**src/hw/rtl/fscs_pkg.sv**
```systemverilog
`default_nettype none

package fscs_pkg;

    localparam int CFG_IDX_W  = 3;
    localparam int CFG_DATA_W = 24;
    localparam int TICK_W     = 24;

    // register indexes
    localparam logic [CFG_IDX_W-1:0] CFG_PROG_HIGH    = 3'd0;
    localparam logic [CFG_IDX_W-1:0] CFG_PROG_LOW     = 3'd1;
    localparam logic [CFG_IDX_W-1:0] CFG_INIT_LOW_TO  = 3'd2;
    localparam logic [CFG_IDX_W-1:0] CFG_SETTLE       = 3'd3;
    localparam logic [CFG_IDX_W-1:0] CFG_INIT_HIGH_TO = 3'd4;
    localparam logic [CFG_IDX_W-1:0] CFG_TRAILING     = 3'd5;

    localparam logic [15:0] RST_PROG_HIGH    = 16'd10;
    localparam logic [15:0] RST_PROG_LOW     = 16'd5;
    localparam logic [15:0] RST_INIT_LOW_TO  = 16'd200;
    localparam logic [15:0] RST_SETTLE       = 16'd5;
    localparam logic [23:0] RST_INIT_HIGH_TO = 24'hFFFFFF;
    localparam logic [7:0]  RST_TRAILING     = 8'd50;

    // request function codes
    localparam logic [1:0] FUNC_START = 2'd0;
    localparam logic [1:0] FUNC_TICK  = 2'd1;
    localparam logic [1:0] FUNC_BYTE  = 2'd2;

    // index of the final result of a request
    localparam logic [3:0] LAST_IDX_SINGLE = 4'd0;
    localparam logic [3:0] LAST_IDX_PAIR   = 4'd1;
    localparam logic [3:0] LAST_IDX_BYTE   = 4'd15;

    typedef enum logic [2:0] {
        PH_IDLE       = 3'd0,
        PH_PROG_HIGH  = 3'd1,
        PH_PROG_LOW   = 3'd2,
        PH_WAIT_INITL = 3'd3,
        PH_SETTLE     = 3'd4,
        PH_WAIT_INITH = 3'd5,
        PH_SHIFT      = 3'd6,
        PH_TRAILING   = 3'd7
    } phase_t;

    typedef enum logic [2:0] {
        ST_IDLE        = 3'd0,
        ST_BUSY        = 3'd1,
        ST_INIT_STUCKH = 3'd2,
        ST_INIT_STUCKL = 3'd3,
        ST_SUCCESS     = 3'd4,
        ST_DONE_MISS   = 3'd5,
        ST_BYTE_REJECT = 3'd6
    } status_t;

    typedef struct packed {
        logic [15:0] prog_high;
        logic [15:0] prog_low;
        logic [15:0] init_low_to;
        logic [15:0] settle;
        logic [23:0] init_high_to;
        logic [7:0]  trailing;
    } cfg_t;

    // what the serializer needs to replay the results of one request
    typedef struct packed {
        logic        prog;
        logic        cclk;
        logic        dout;
        logic        is_byte;
        logic [3:0]  last_idx;
        logic [7:0]  data;
        phase_t      phase;
        status_t     status;
    } desc_t;

endpackage

`default_nettype wire

```
**src/hw/rtl/fscs_regs.sv**
```systemverilog
`default_nettype none

module fscs_regs (
    input  wire logic                           aclk,
    input  wire logic                           aresetn,
    input  wire logic                           cfg_we,
    input  wire logic [fscs_pkg::CFG_IDX_W-1:0]  cfg_index,
    input  wire logic [fscs_pkg::CFG_DATA_W-1:0] cfg_wdata,
    output fscs_pkg::cfg_t                      cfg
);
    import fscs_pkg::*;

    cfg_t cfg_reg;

    always_ff @(posedge aclk) begin
        if (!aresetn) begin
            cfg_reg.prog_high    <= RST_PROG_HIGH;
            cfg_reg.prog_low     <= RST_PROG_LOW;
            cfg_reg.init_low_to  <= RST_INIT_LOW_TO;
            cfg_reg.settle       <= RST_SETTLE;
            cfg_reg.init_high_to <= RST_INIT_HIGH_TO;
            cfg_reg.trailing     <= RST_TRAILING;
        end else if (cfg_we) begin
            unique case (cfg_index)
                CFG_PROG_HIGH:    cfg_reg.prog_high    <= cfg_wdata[15:0];
                CFG_PROG_LOW:     cfg_reg.prog_low     <= cfg_wdata[15:0];
                CFG_INIT_LOW_TO:  cfg_reg.init_low_to  <= cfg_wdata[15:0];
                CFG_SETTLE:       cfg_reg.settle       <= cfg_wdata[15:0];
                CFG_INIT_HIGH_TO: cfg_reg.init_high_to <= cfg_wdata[23:0];
                CFG_TRAILING:     cfg_reg.trailing     <= cfg_wdata[7:0];
                default: ;
            endcase
        end
    end

    assign cfg = cfg_reg;

endmodule

`default_nettype wire

```
**src/hw/rtl/fscs_seq.sv**
```systemverilog
`default_nettype none

module fscs_seq (
    input  wire logic           aclk,
    input  wire logic           aresetn,
    input  wire fscs_pkg::cfg_t cfg,
    input  wire logic           in_valid,
    output logic                in_ready,
    input  wire logic [1:0]     in_func,
    input  wire logic           in_init,
    input  wire logic           in_done,
    input  wire logic [7:0]     in_data,
    input  wire logic           in_last,
    input  wire logic           desc_pop,
    output logic                desc_valid,
    output fscs_pkg::desc_t     desc
);
    import fscs_pkg::*;

    phase_t              phase_reg, phase_next;
    status_t             status_reg, status_next;
    logic [TICK_W-1:0]   tick_reg, tick_next;
    logic                prog_reg, prog_next;
    logic                cclk_reg, cclk_next;
    logic                dout_reg, dout_next;
    logic                desc_valid_reg;
    desc_t               desc_reg, desc_next;

    logic [TICK_W-1:0]   tick_inc;
    logic [TICK_W-1:0]   limit;
    logic                reached;
    logic                accept;

    assign in_ready = !desc_valid_reg || desc_pop;
    assign accept   = in_valid && in_ready;
    assign tick_inc = tick_reg + TICK_W'(1);

    always_comb begin
        unique case (phase_reg)
            PH_PROG_HIGH:  limit = TICK_W'(cfg.prog_high);
            PH_PROG_LOW:   limit = TICK_W'(cfg.prog_low);
            PH_WAIT_INITL: limit = TICK_W'(cfg.init_low_to);
            PH_SETTLE:     limit = TICK_W'(cfg.settle);
            default:       limit = cfg.init_high_to;
        endcase
    end

    assign reached = tick_inc >= limit;

    always_comb begin
        phase_next  = phase_reg;
        status_next = status_reg;
        tick_next   = tick_reg;
        prog_next   = prog_reg;
        cclk_next   = cclk_reg;
        dout_next   = dout_reg;
        desc_next.is_byte  = 1'b0;
        desc_next.last_idx = LAST_IDX_SINGLE;
        desc_next.data     = in_data;
        desc_next.prog     = 1'b0;
        desc_next.cclk     = 1'b0;
        desc_next.dout     = 1'b0;

        unique case (in_func)
            FUNC_START: begin
                prog_next   = 1'b1;
                cclk_next   = 1'b0;
                status_next = ST_BUSY;
                phase_next  = PH_PROG_HIGH;
                tick_next   = '0;
            end
            FUNC_TICK: begin
                unique case (phase_reg)
                    PH_PROG_HIGH: begin
                        tick_next = tick_inc;
                        if (reached) begin
                            prog_next  = 1'b0;
                            phase_next = PH_PROG_LOW;
                            tick_next  = '0;
                        end
                    end
                    PH_PROG_LOW: begin
                        tick_next = tick_inc;
                        if (reached) begin
                            phase_next = PH_WAIT_INITL;
                            tick_next  = '0;
                        end
                    end
                    PH_WAIT_INITL: begin
                        if (!in_init) begin
                            phase_next = PH_SETTLE;
                            tick_next  = '0;
                        end else if (reached) begin
                            prog_next   = 1'b1;
                            status_next = ST_INIT_STUCKH;
                            phase_next  = PH_IDLE;
                            tick_next   = '0;
                        end else begin
                            tick_next = tick_inc;
                        end
                    end
                    PH_SETTLE: begin
                        tick_next = tick_inc;
                        if (reached) begin
                            prog_next  = 1'b1;
                            phase_next = PH_WAIT_INITH;
                            tick_next  = '0;
                        end
                    end
                    PH_WAIT_INITH: begin
                        if (in_init) begin
                            phase_next = PH_SHIFT;
                            tick_next  = '0;
                        end else if (reached) begin
                            status_next = ST_INIT_STUCKL;
                            phase_next  = PH_IDLE;
                            tick_next   = '0;
                        end else begin
                            tick_next = tick_inc;
                        end
                    end
                    PH_TRAILING: begin
                        if (tick_reg < TICK_W'(cfg.trailing)) begin
                            // one full clock: low then high
                            tick_next          = tick_inc;
                            cclk_next          = 1'b1;
                            desc_next.last_idx = LAST_IDX_PAIR;
                        end else begin
                            cclk_next   = 1'b0;
                            dout_next   = 1'b0;
                            status_next = in_done ? ST_SUCCESS : ST_DONE_MISS;
                            phase_next  = PH_IDLE;
                            tick_next   = '0;
                        end
                    end
                    default: ;
                endcase
            end
            FUNC_BYTE: begin
                if (phase_reg == PH_SHIFT) begin
                    if (in_last) begin
                        phase_next = PH_TRAILING;
                        tick_next  = '0;
                    end
                    cclk_next          = 1'b1;
                    dout_next          = in_data[0];
                    desc_next.is_byte  = 1'b1;
                    desc_next.last_idx = LAST_IDX_BYTE;
                end else begin
                    prog_next   = 1'b1;
                    cclk_next   = 1'b0;
                    dout_next   = 1'b0;
                    status_next = ST_BYTE_REJECT;
                    phase_next  = PH_IDLE;
                    tick_next   = '0;
                end
            end
            default: ;
        endcase

        desc_next.phase  = phase_next;
        desc_next.status = status_next;
        if (desc_next.last_idx == LAST_IDX_SINGLE) begin
            desc_next.prog = prog_next;
            desc_next.cclk = cclk_next;
            desc_next.dout = dout_next;
        end else begin
            // multi-result requests replay from the pin state before the request
            desc_next.prog = prog_reg;
            desc_next.cclk = 1'b0;
            desc_next.dout = dout_reg;
        end
    end

    always_ff @(posedge aclk) begin
        if (!aresetn) begin
            phase_reg      <= PH_IDLE;
            status_reg     <= ST_IDLE;
            tick_reg       <= '0;
            prog_reg       <= 1'b1;
            cclk_reg       <= 1'b0;
            dout_reg       <= 1'b0;
            desc_valid_reg <= 1'b0;
        end else begin
            if (accept) begin
                phase_reg  <= phase_next;
                status_reg <= status_next;
                tick_reg   <= tick_next;
                prog_reg   <= prog_next;
                cclk_reg   <= cclk_next;
                dout_reg   <= dout_next;
            end
            if (accept) begin
                desc_valid_reg <= 1'b1;
            end else if (desc_pop) begin
                desc_valid_reg <= 1'b0;
            end
        end
    end

    always_ff @(posedge aclk) begin
        if (accept) begin
            desc_reg <= desc_next;
        end
    end

    assign desc_valid = desc_valid_reg;
    assign desc       = desc_reg;

endmodule

`default_nettype wire

```
**src/hw/rtl/fscs_ser.sv**
```systemverilog
`default_nettype none

module fscs_ser (
    input  wire logic        aclk,
    input  wire logic        aresetn,
    input  wire logic        desc_valid,
    input  wire fscs_pkg::desc_t desc,
    output logic             desc_pop,
    output logic             out_valid,
    input  wire logic        out_ready,
    output logic             out_prog,
    output logic             out_cclk,
    output logic             out_dout,
    output fscs_pkg::phase_t  out_phase,
    output fscs_pkg::status_t out_status,
    output logic             out_last
);
    import fscs_pkg::*;

    desc_t       cur_reg;
    logic [3:0]  idx_reg;
    logic        valid_reg;
    logic        fire;
    logic        at_last;

    assign at_last  = idx_reg == cur_reg.last_idx;
    assign fire     = valid_reg && out_ready;
    assign desc_pop = desc_valid && (!valid_reg || (fire && at_last));

    always_ff @(posedge aclk) begin
        if (!aresetn) begin
            valid_reg <= 1'b0;
            idx_reg   <= '0;
        end else if (desc_pop) begin
            valid_reg <= 1'b1;
            idx_reg   <= '0;
        end else if (fire) begin
            if (at_last) begin
                valid_reg <= 1'b0;
            end else begin
                idx_reg <= idx_reg + 4'd1;
            end
        end
    end

    always_ff @(posedge aclk) begin
        if (desc_pop) begin
            cur_reg <= desc;
        end
    end

    // even index: clock low with data set, odd index: clock high
    assign out_valid  = valid_reg;
    assign out_prog   = cur_reg.prog;
    assign out_cclk   = (cur_reg.last_idx == LAST_IDX_SINGLE) ? cur_reg.cclk : idx_reg[0];
    assign out_dout   = cur_reg.is_byte ? cur_reg.data[~idx_reg[3:1]] : cur_reg.dout;
    assign out_phase  = cur_reg.phase;
    assign out_status = cur_reg.status;
    assign out_last   = at_last;

endmodule

`default_nettype wire

```
**src/hw/rtl/fpga_serial_config_sequencer_core.sv**
```systemverilog
// an accepted request passes the descriptor register, then the result register, to reach m_
// throughput: one request per cycle for single-result requests while m_tready is high;
// a tick in the trailing phase gives two pin states, a byte sixteen, one result each
// a descriptor register lets the next request in while a result still waits
// reset: synchronous active-low aresetn; registers back to their defaults, phase idle,
// PROG high, clock and data low, both channels empty
`default_nettype none

module fpga_serial_config_sequencer_core (
    input  wire logic                           aclk,
    input  wire logic                           aresetn,
    input  wire logic                           cfg_we,
    input  wire logic [fscs_pkg::CFG_IDX_W-1:0]  cfg_index,
    input  wire logic [fscs_pkg::CFG_DATA_W-1:0] cfg_wdata,
    input  wire logic                           s_tvalid,
    output logic                                s_tready,
    // [0] init_level, [1] done_level, [9:2] data_byte, [15:10] zero
    input  wire logic [15:0]                    s_tdata,
    // [1:0] func
    input  wire logic [1:0]                     s_tuser,
    input  wire logic                           s_tlast,
    output logic                                m_tvalid,
    input  wire logic                           m_tready,
    // [0] prog_level, [1] cclk_level, [2] dout_level, [5:3] phase, [8:6] status, [15:9] zero
    output logic [15:0]                         m_tdata,
    output logic                                m_tlast
);
    import fscs_pkg::*;

    cfg_t     cfg;
    desc_t    desc;
    logic     desc_valid;
    logic     desc_pop;
    logic     out_prog;
    logic     out_cclk;
    logic     out_dout;
    phase_t   out_phase;
    status_t  out_status;

    fscs_regs u_regs (
        .aclk      (aclk),
        .aresetn   (aresetn),
        .cfg_we    (cfg_we),
        .cfg_index (cfg_index),
        .cfg_wdata (cfg_wdata),
        .cfg       (cfg)
    );

    fscs_seq u_seq (
        .aclk       (aclk),
        .aresetn    (aresetn),
        .cfg        (cfg),
        .in_valid   (s_tvalid),
        .in_ready   (s_tready),
        .in_func    (s_tuser),
        .in_init    (s_tdata[0]),
        .in_done    (s_tdata[1]),
        .in_data    (s_tdata[9:2]),
        .in_last    (s_tlast),
        .desc_pop   (desc_pop),
        .desc_valid (desc_valid),
        .desc       (desc)
    );

    fscs_ser u_ser (
        .aclk       (aclk),
        .aresetn    (aresetn),
        .desc_valid (desc_valid),
        .desc       (desc),
        .desc_pop   (desc_pop),
        .out_valid  (m_tvalid),
        .out_ready  (m_tready),
        .out_prog   (out_prog),
        .out_cclk   (out_cclk),
        .out_dout   (out_dout),
        .out_phase  (out_phase),
        .out_status (out_status),
        .out_last   (m_tlast)
    );

    assign m_tdata = {7'd0, out_status, out_phase, out_dout, out_cclk, out_prog};

endmodule

`default_nettype wire

```
**config.mk**
```make
export PLATFORM = sky130hd
export DESIGN_NAME = fpga_serial_config_sequencer_core
export DESIGN_NICKNAME = d
export VERILOG_FILES = /design/src/hw/rtl/fscs_pkg.sv /design/src/hw/rtl/fscs_regs.sv /design/src/hw/rtl/fscs_seq.sv /design/src/hw/rtl/fscs_ser.sv /design/src/hw/rtl/fpga_serial_config_sequencer_core.sv
export SDC_FILE = /design/constraint.sdc
export NUM_CORES = 1
export LEC_CHECK = 0
export BUFFER_PORTS_ARGS = -buffer_cell sky130_fd_sc_hd__buf_4
export CORE_UTILIZATION = 35
export DETAILED_ROUTE_END_ITERATION = 8
export RECOVER_POWER = 100
export SETUP_SLACK_MARGIN = 0.2
export SLEW_MARGIN = 20
export SYNTH_ARGS = -nofsm -noshare
export SYNTH_HDL_FRONTEND = slang
export SYNTH_SLANG_ARGS = --single-unit
export TNS_END_PERCENT = 100
```
**constraint.sdc**
```tcl
create_clock -name aclk -period 4.33 [get_ports aclk]
set_input_delay 0.866 -clock aclk [delete_from_list [all_inputs] [get_ports aclk]]
set_output_delay 0.866 -clock aclk [all_outputs]
set_load 0.03 [all_outputs]
```
==> results.md <==
- First-pass GRT wire length: 37.4 mm
- Overall routed net length: approximately 23 mm
- Core area: 0.0246 sq mm
- CTS tree: built
- Detailed Place HPWL: 15.3 mm
- Largest area contributor in the netlist: sky130_fd_sc_hd__dfxtp_1
- Endpoint arrival time on the critical path: roughly 4.2 ns
- Grt ovf: 0
- CP Cell Sequence: ha_1, nand3_2, nor2_2, and3_1, and3_2, nand3_1, xnor2_1, ha_1, nand4_1, or4_1, nand2b_1, and2_4, and3_1, o41ai_4, a31oi_1
- Post-Syn Instances: 1,048
- Power Internal: around 2.7 mW
- Fill cell instance count of the final layout: about 2,500
- Worst skew pair latency: 0.44 ns
- Data required time of the worst path: 4.51 ns
- Number of different library cells in the post-synthesis netlist: 64
- Portion of the post-synthesis area used by sequential elements: 44.0%
- Achievable clock frequency: 249 MHz
- Top cells by area, synth: sky130_fd_sc_hd__dfxtp_1, sky130_fd_sc_hd__edfxtp_1, sky130_fd_sc_hd__nand2_1, sky130_fd_sc_hd__ha_1, sky130_fd_sc_hd__a21oi_1
- RSZ-0062 raised after global routing: no
- Combinational Power Share: 10.9%
- Leading post-synthesis cells by instance count: sky130_fd_sc_hd__nand2_1, sky130_fd_sc_hd__dfxtp_1, sky130_fd_sc_hd__a21oi_1, sky130_fd_sc_hd__nor2_1, sky130_fd_sc_hd__nand3_1
- Share of the synthesized area in the top cell type: a little under a third
- Non-Filler Cell Area, Final: ~0.010 sq mm
- Synthesis warning total: 0
- Max Fanout on Critical Path: 5
- Path type of the worst setup path: reg2reg
- Final ANT Viol Nets: 0
- Kind of cell with the highest combined delay on the critical path: simple AND/OR/NAND/NOR gates
- Buffer and inverter count on the worst path: 0
- Switching part of the total power: 27.8%
- Fraction of final layout cells sized beyond drive strength 1: 12.4%
- Number of iterations in the first detailed-routing pass: 5
- Final hold violation count: 0
- Number of buffers on the longest clock path: 2
- Post-placement cell area: 0.00961 sq mm
- Slew Limit Fails: 0
- Capturing element type of the critical path: register
- Final GP Congestion: just under 0.9
- Tightest Hold Check Type: reg2reg
- Clk sink count: 175
- Routed via count: about 7,500
- Port buffer count: 56
- Die span in y: 161 um
- Predominant post-synthesis flop cell: sky130_fd_sc_hd__dfxtp_1
- Crit-path slowest cell: sky130_fd_sc_hd__or4_1
- Clock slew at the register clock pins of the worst setup and hold paths: 0.07 ns
- Post-synth design cell area: 0.00887 sq mm
- Via count of the first global-routing pass: roughly 7,000
- Initial antenna violation count: 0
- Residual DRC count: 0
- Maximum number of pins on one net before global-route repair: slightly below 80
- Setup Skew: 0.0154 ns
- Part of the total power dissipated in sequential elements: 47.3%
- Clock Power Share: 41.8%
- Critical path launch point type: register
- Area of the die: between 0.02 and 0.03 sq mm
- Number of buffers created by CTS: 17
- Power per unit of standard cell area: approximately 360 mW/mm^2
- Worst slew slack as a fraction of its limit: 0.952%
- Layout overhead on the synthesized area: 14.2%
- Total global-route track usage: 18.2%
- # setup viols final: 0
- Clock root buffer master: sky130_fd_sc_hd__clkbuf_16
- Leakage: 4.04 nW
- Psw: 1.03 mW
- Register bit total from synthesis: ~180
- Die X: between 150 and 200 um
- Share of flip-flops with an asynchronous set or reset after synthesis: 0%
- Max reg flops: 96
- Via/cell ratio: approximately 5.3
- Largest stage delay on the critical path: approximately 0.66 ns
- Worst Max-Slew Pin Slew: 1.49 ns
- Average detailed-routed wire length per instance: around 16 um
- Count of maximum capacitance violations: 0
- Accumulated negative setup slack: 0 ns
- Number of nets at the end of the flow: 1,176
- Result of the run: completed
- Most numerous cell in the Yosys netlist: sky130_fd_sc_hd__nand2_1
- Number of top-level design ports: 70
- Min Clock Period, post-route: 4.01 ns
- Maximum resistive drop on vdd: approximately 0.00024 V
- H-tree levels: 4
- Number of enable-type register cells in the synthesized netlist: 40
- Synthesized area per cell: 8.47 sq um
- 1st-iter DRT viols: 617
- Inserted Diodes: 0
- Count of standard-cell rows: 57
- Fraction of the cycle the final worst path needs: between 90 and 100%
- Starting Density: 36.1%
==> cells in the final DEF, fill, tap and decap left out, types with 4 or more instances in the layout <==
| master | netlist | final |
|---|---|---|
| sky130_fd_sc_hd__nand2_1 | 265 | 265 |
| sky130_fd_sc_hd__dfxtp_1 | 135 | 132 |
| sky130_fd_sc_hd__a21oi_1 | 80 | 80 |
| sky130_fd_sc_hd__nor2_1 | 60 | 59 |
| sky130_fd_sc_hd__buf_4 | 18 | 57 |
| sky130_fd_sc_hd__nand3_1 | 56 | 55 |
| sky130_fd_sc_hd__edfxtp_1 | 40 | 40 |
| sky130_fd_sc_hd__o21ai_0 | 39 | 39 |
| sky130_fd_sc_hd__ha_1 | 37 | 37 |
| sky130_fd_sc_hd__inv_1 | 23 | 23 |
| sky130_fd_sc_hd__a21boi_0 | 21 | 21 |
| sky130_fd_sc_hd__clkbuf_1 | 47 | 19 |
| sky130_fd_sc_hd__a22oi_1 | 17 | 17 |
| sky130_fd_sc_hd__clkbuf_16 | 0 | 17 |
| sky130_fd_sc_hd__mux2_2 | 16 | 16 |
| sky130_fd_sc_hd__xnor2_1 | 15 | 15 |
| sky130_fd_sc_hd__nor3_1 | 14 | 14 |
| sky130_fd_sc_hd__nor2b_1 | 12 | 12 |
| sky130_fd_sc_hd__nand4_1 | 10 | 10 |
| sky130_fd_sc_hd__a32oi_1 | 9 | 9 |
| sky130_fd_sc_hd__and3_1 | 9 | 8 |
| sky130_fd_sc_hd__nand2b_1 | 6 | 7 |
| sky130_fd_sc_hd__o211ai_1 | 7 | 7 |
| sky130_fd_sc_hd__or2_2 | 7 | 7 |
| sky130_fd_sc_hd__a31oi_1 | 7 | 7 |
| sky130_fd_sc_hd__a22o_1 | 7 | 7 |
| sky130_fd_sc_hd__conb_1 | 1 | 7 |
| sky130_fd_sc_hd__clkbuf_4 | 0 | 7 |
| sky130_fd_sc_hd__o31a_1 | 5 | 6 |
| sky130_fd_sc_hd__o2111ai_1 | 6 | 6 |
| sky130_fd_sc_hd__a211oi_1 | 4 | 5 |
| sky130_fd_sc_hd__xor2_1 | 6 | 5 |
| sky130_fd_sc_hd__o22ai_1 | 5 | 5 |
| sky130_fd_sc_hd__inv_8 | 0 | 5 |
| sky130_fd_sc_hd__nor4_1 | 4 | 4 |
| sky130_fd_sc_hd__mux2i_1 | 4 | 4 |
==> stage by stage <==
step	hold slack (ns)	std cells	worst slack, ns	power [mW]	util [%]
after floorplan	0.400	1054	0.542	2.05	-
after global placement	0.401	1392	0.258	2.19	39.1
after detailed placement	0.405	1392	0.154	2.19	39.1
after CTS	0.411	1425	0.224	3.74	41.5
after global routing	0.410	1425	0.113	3.84	41.2
final	0.410	1425	0.320	3.70	41.2
==> final timing paths <==
path	start	end	slack [ns]	cells after the start
min reg2reg	u_seq.desc[12]	u_ser.cur_reg[12]	0.41	0
min	u_seq.desc[12]	u_ser.cur_reg[12]	0.41	0
max	u_seq.tick_reg[1]	u_seq.desc[21]	0.32	15
max reg2reg	u_seq.tick_reg[1]	u_seq.desc[21]	0.32	15
==> routing by layer <==
layer / wire (um) / up-vias / GRT usage [%] / share of wire [%]
li1: - / 3750 / - / -
met1: 10700 / 3563 / 24.0 / 47
met2: 10800 / 183 / 30.1 / 47
met3: 985 / 30 / 2.95 / 4.3
met4: 354 / 0 / 5.92 / 1.5
met5: 0 / - / 0 / 0
==> cells by family after synthesis <==
| logic type | Yosys count | synth area share (%) |
|---|---|---|
| flip-flops | 175 | 44.0 |
| adder cells (fa/ha/maj) | 37 | 5.22 |
| buffers and inverters | 95 | 5.06 |
| AO/OA/AOI/OAI | 240 | 18.1 |
| XOR/XNOR | 21 | 2.07 |
| AND/OR/NAND/NOR | 457 | 22.4 |
| other | 1 | 0.0423 |
| multiplexers | 22 | 3.07 |
==> power by group through the flow <==
stage	Clock [mW]	Sequential (mW)	Combinational [mW]
3_3_place_gp	0	1.78	0.405
5_1_grt	1.64	1.75	0.446
6_report	1.54	1.75	0.402
4_1_cts	1.58	1.75	0.410
2_1_floorplan	0	1.78	0.267
3_5_place_dp	0	1.79	0.408
==> area by class of cell <==
type	count	area, sq um	area share, %
clock buffers	19	453	4.47
inverters	24	90.1	0.889
well taps	324	405	4.00
multi-input cells	784	4540	44.8
clock inverters	13	138	1.36
flip-flops and latches	175	3910	38.6
repair buffers	86	597	5.89
==> what timing repair did <==
| item | CTS | global route |
|---|---|---|
| endpoints found under the setup margin | 2 | 8 |
| resized for setup | 1 | 7 |
| pin swaps | 1 | 0 |
| buffers inserted | 1 | 0 |
| gates cloned | 0 | 0 |
| hold buffers | 0 | 0 |
Power figures use the tool's default switching activity.
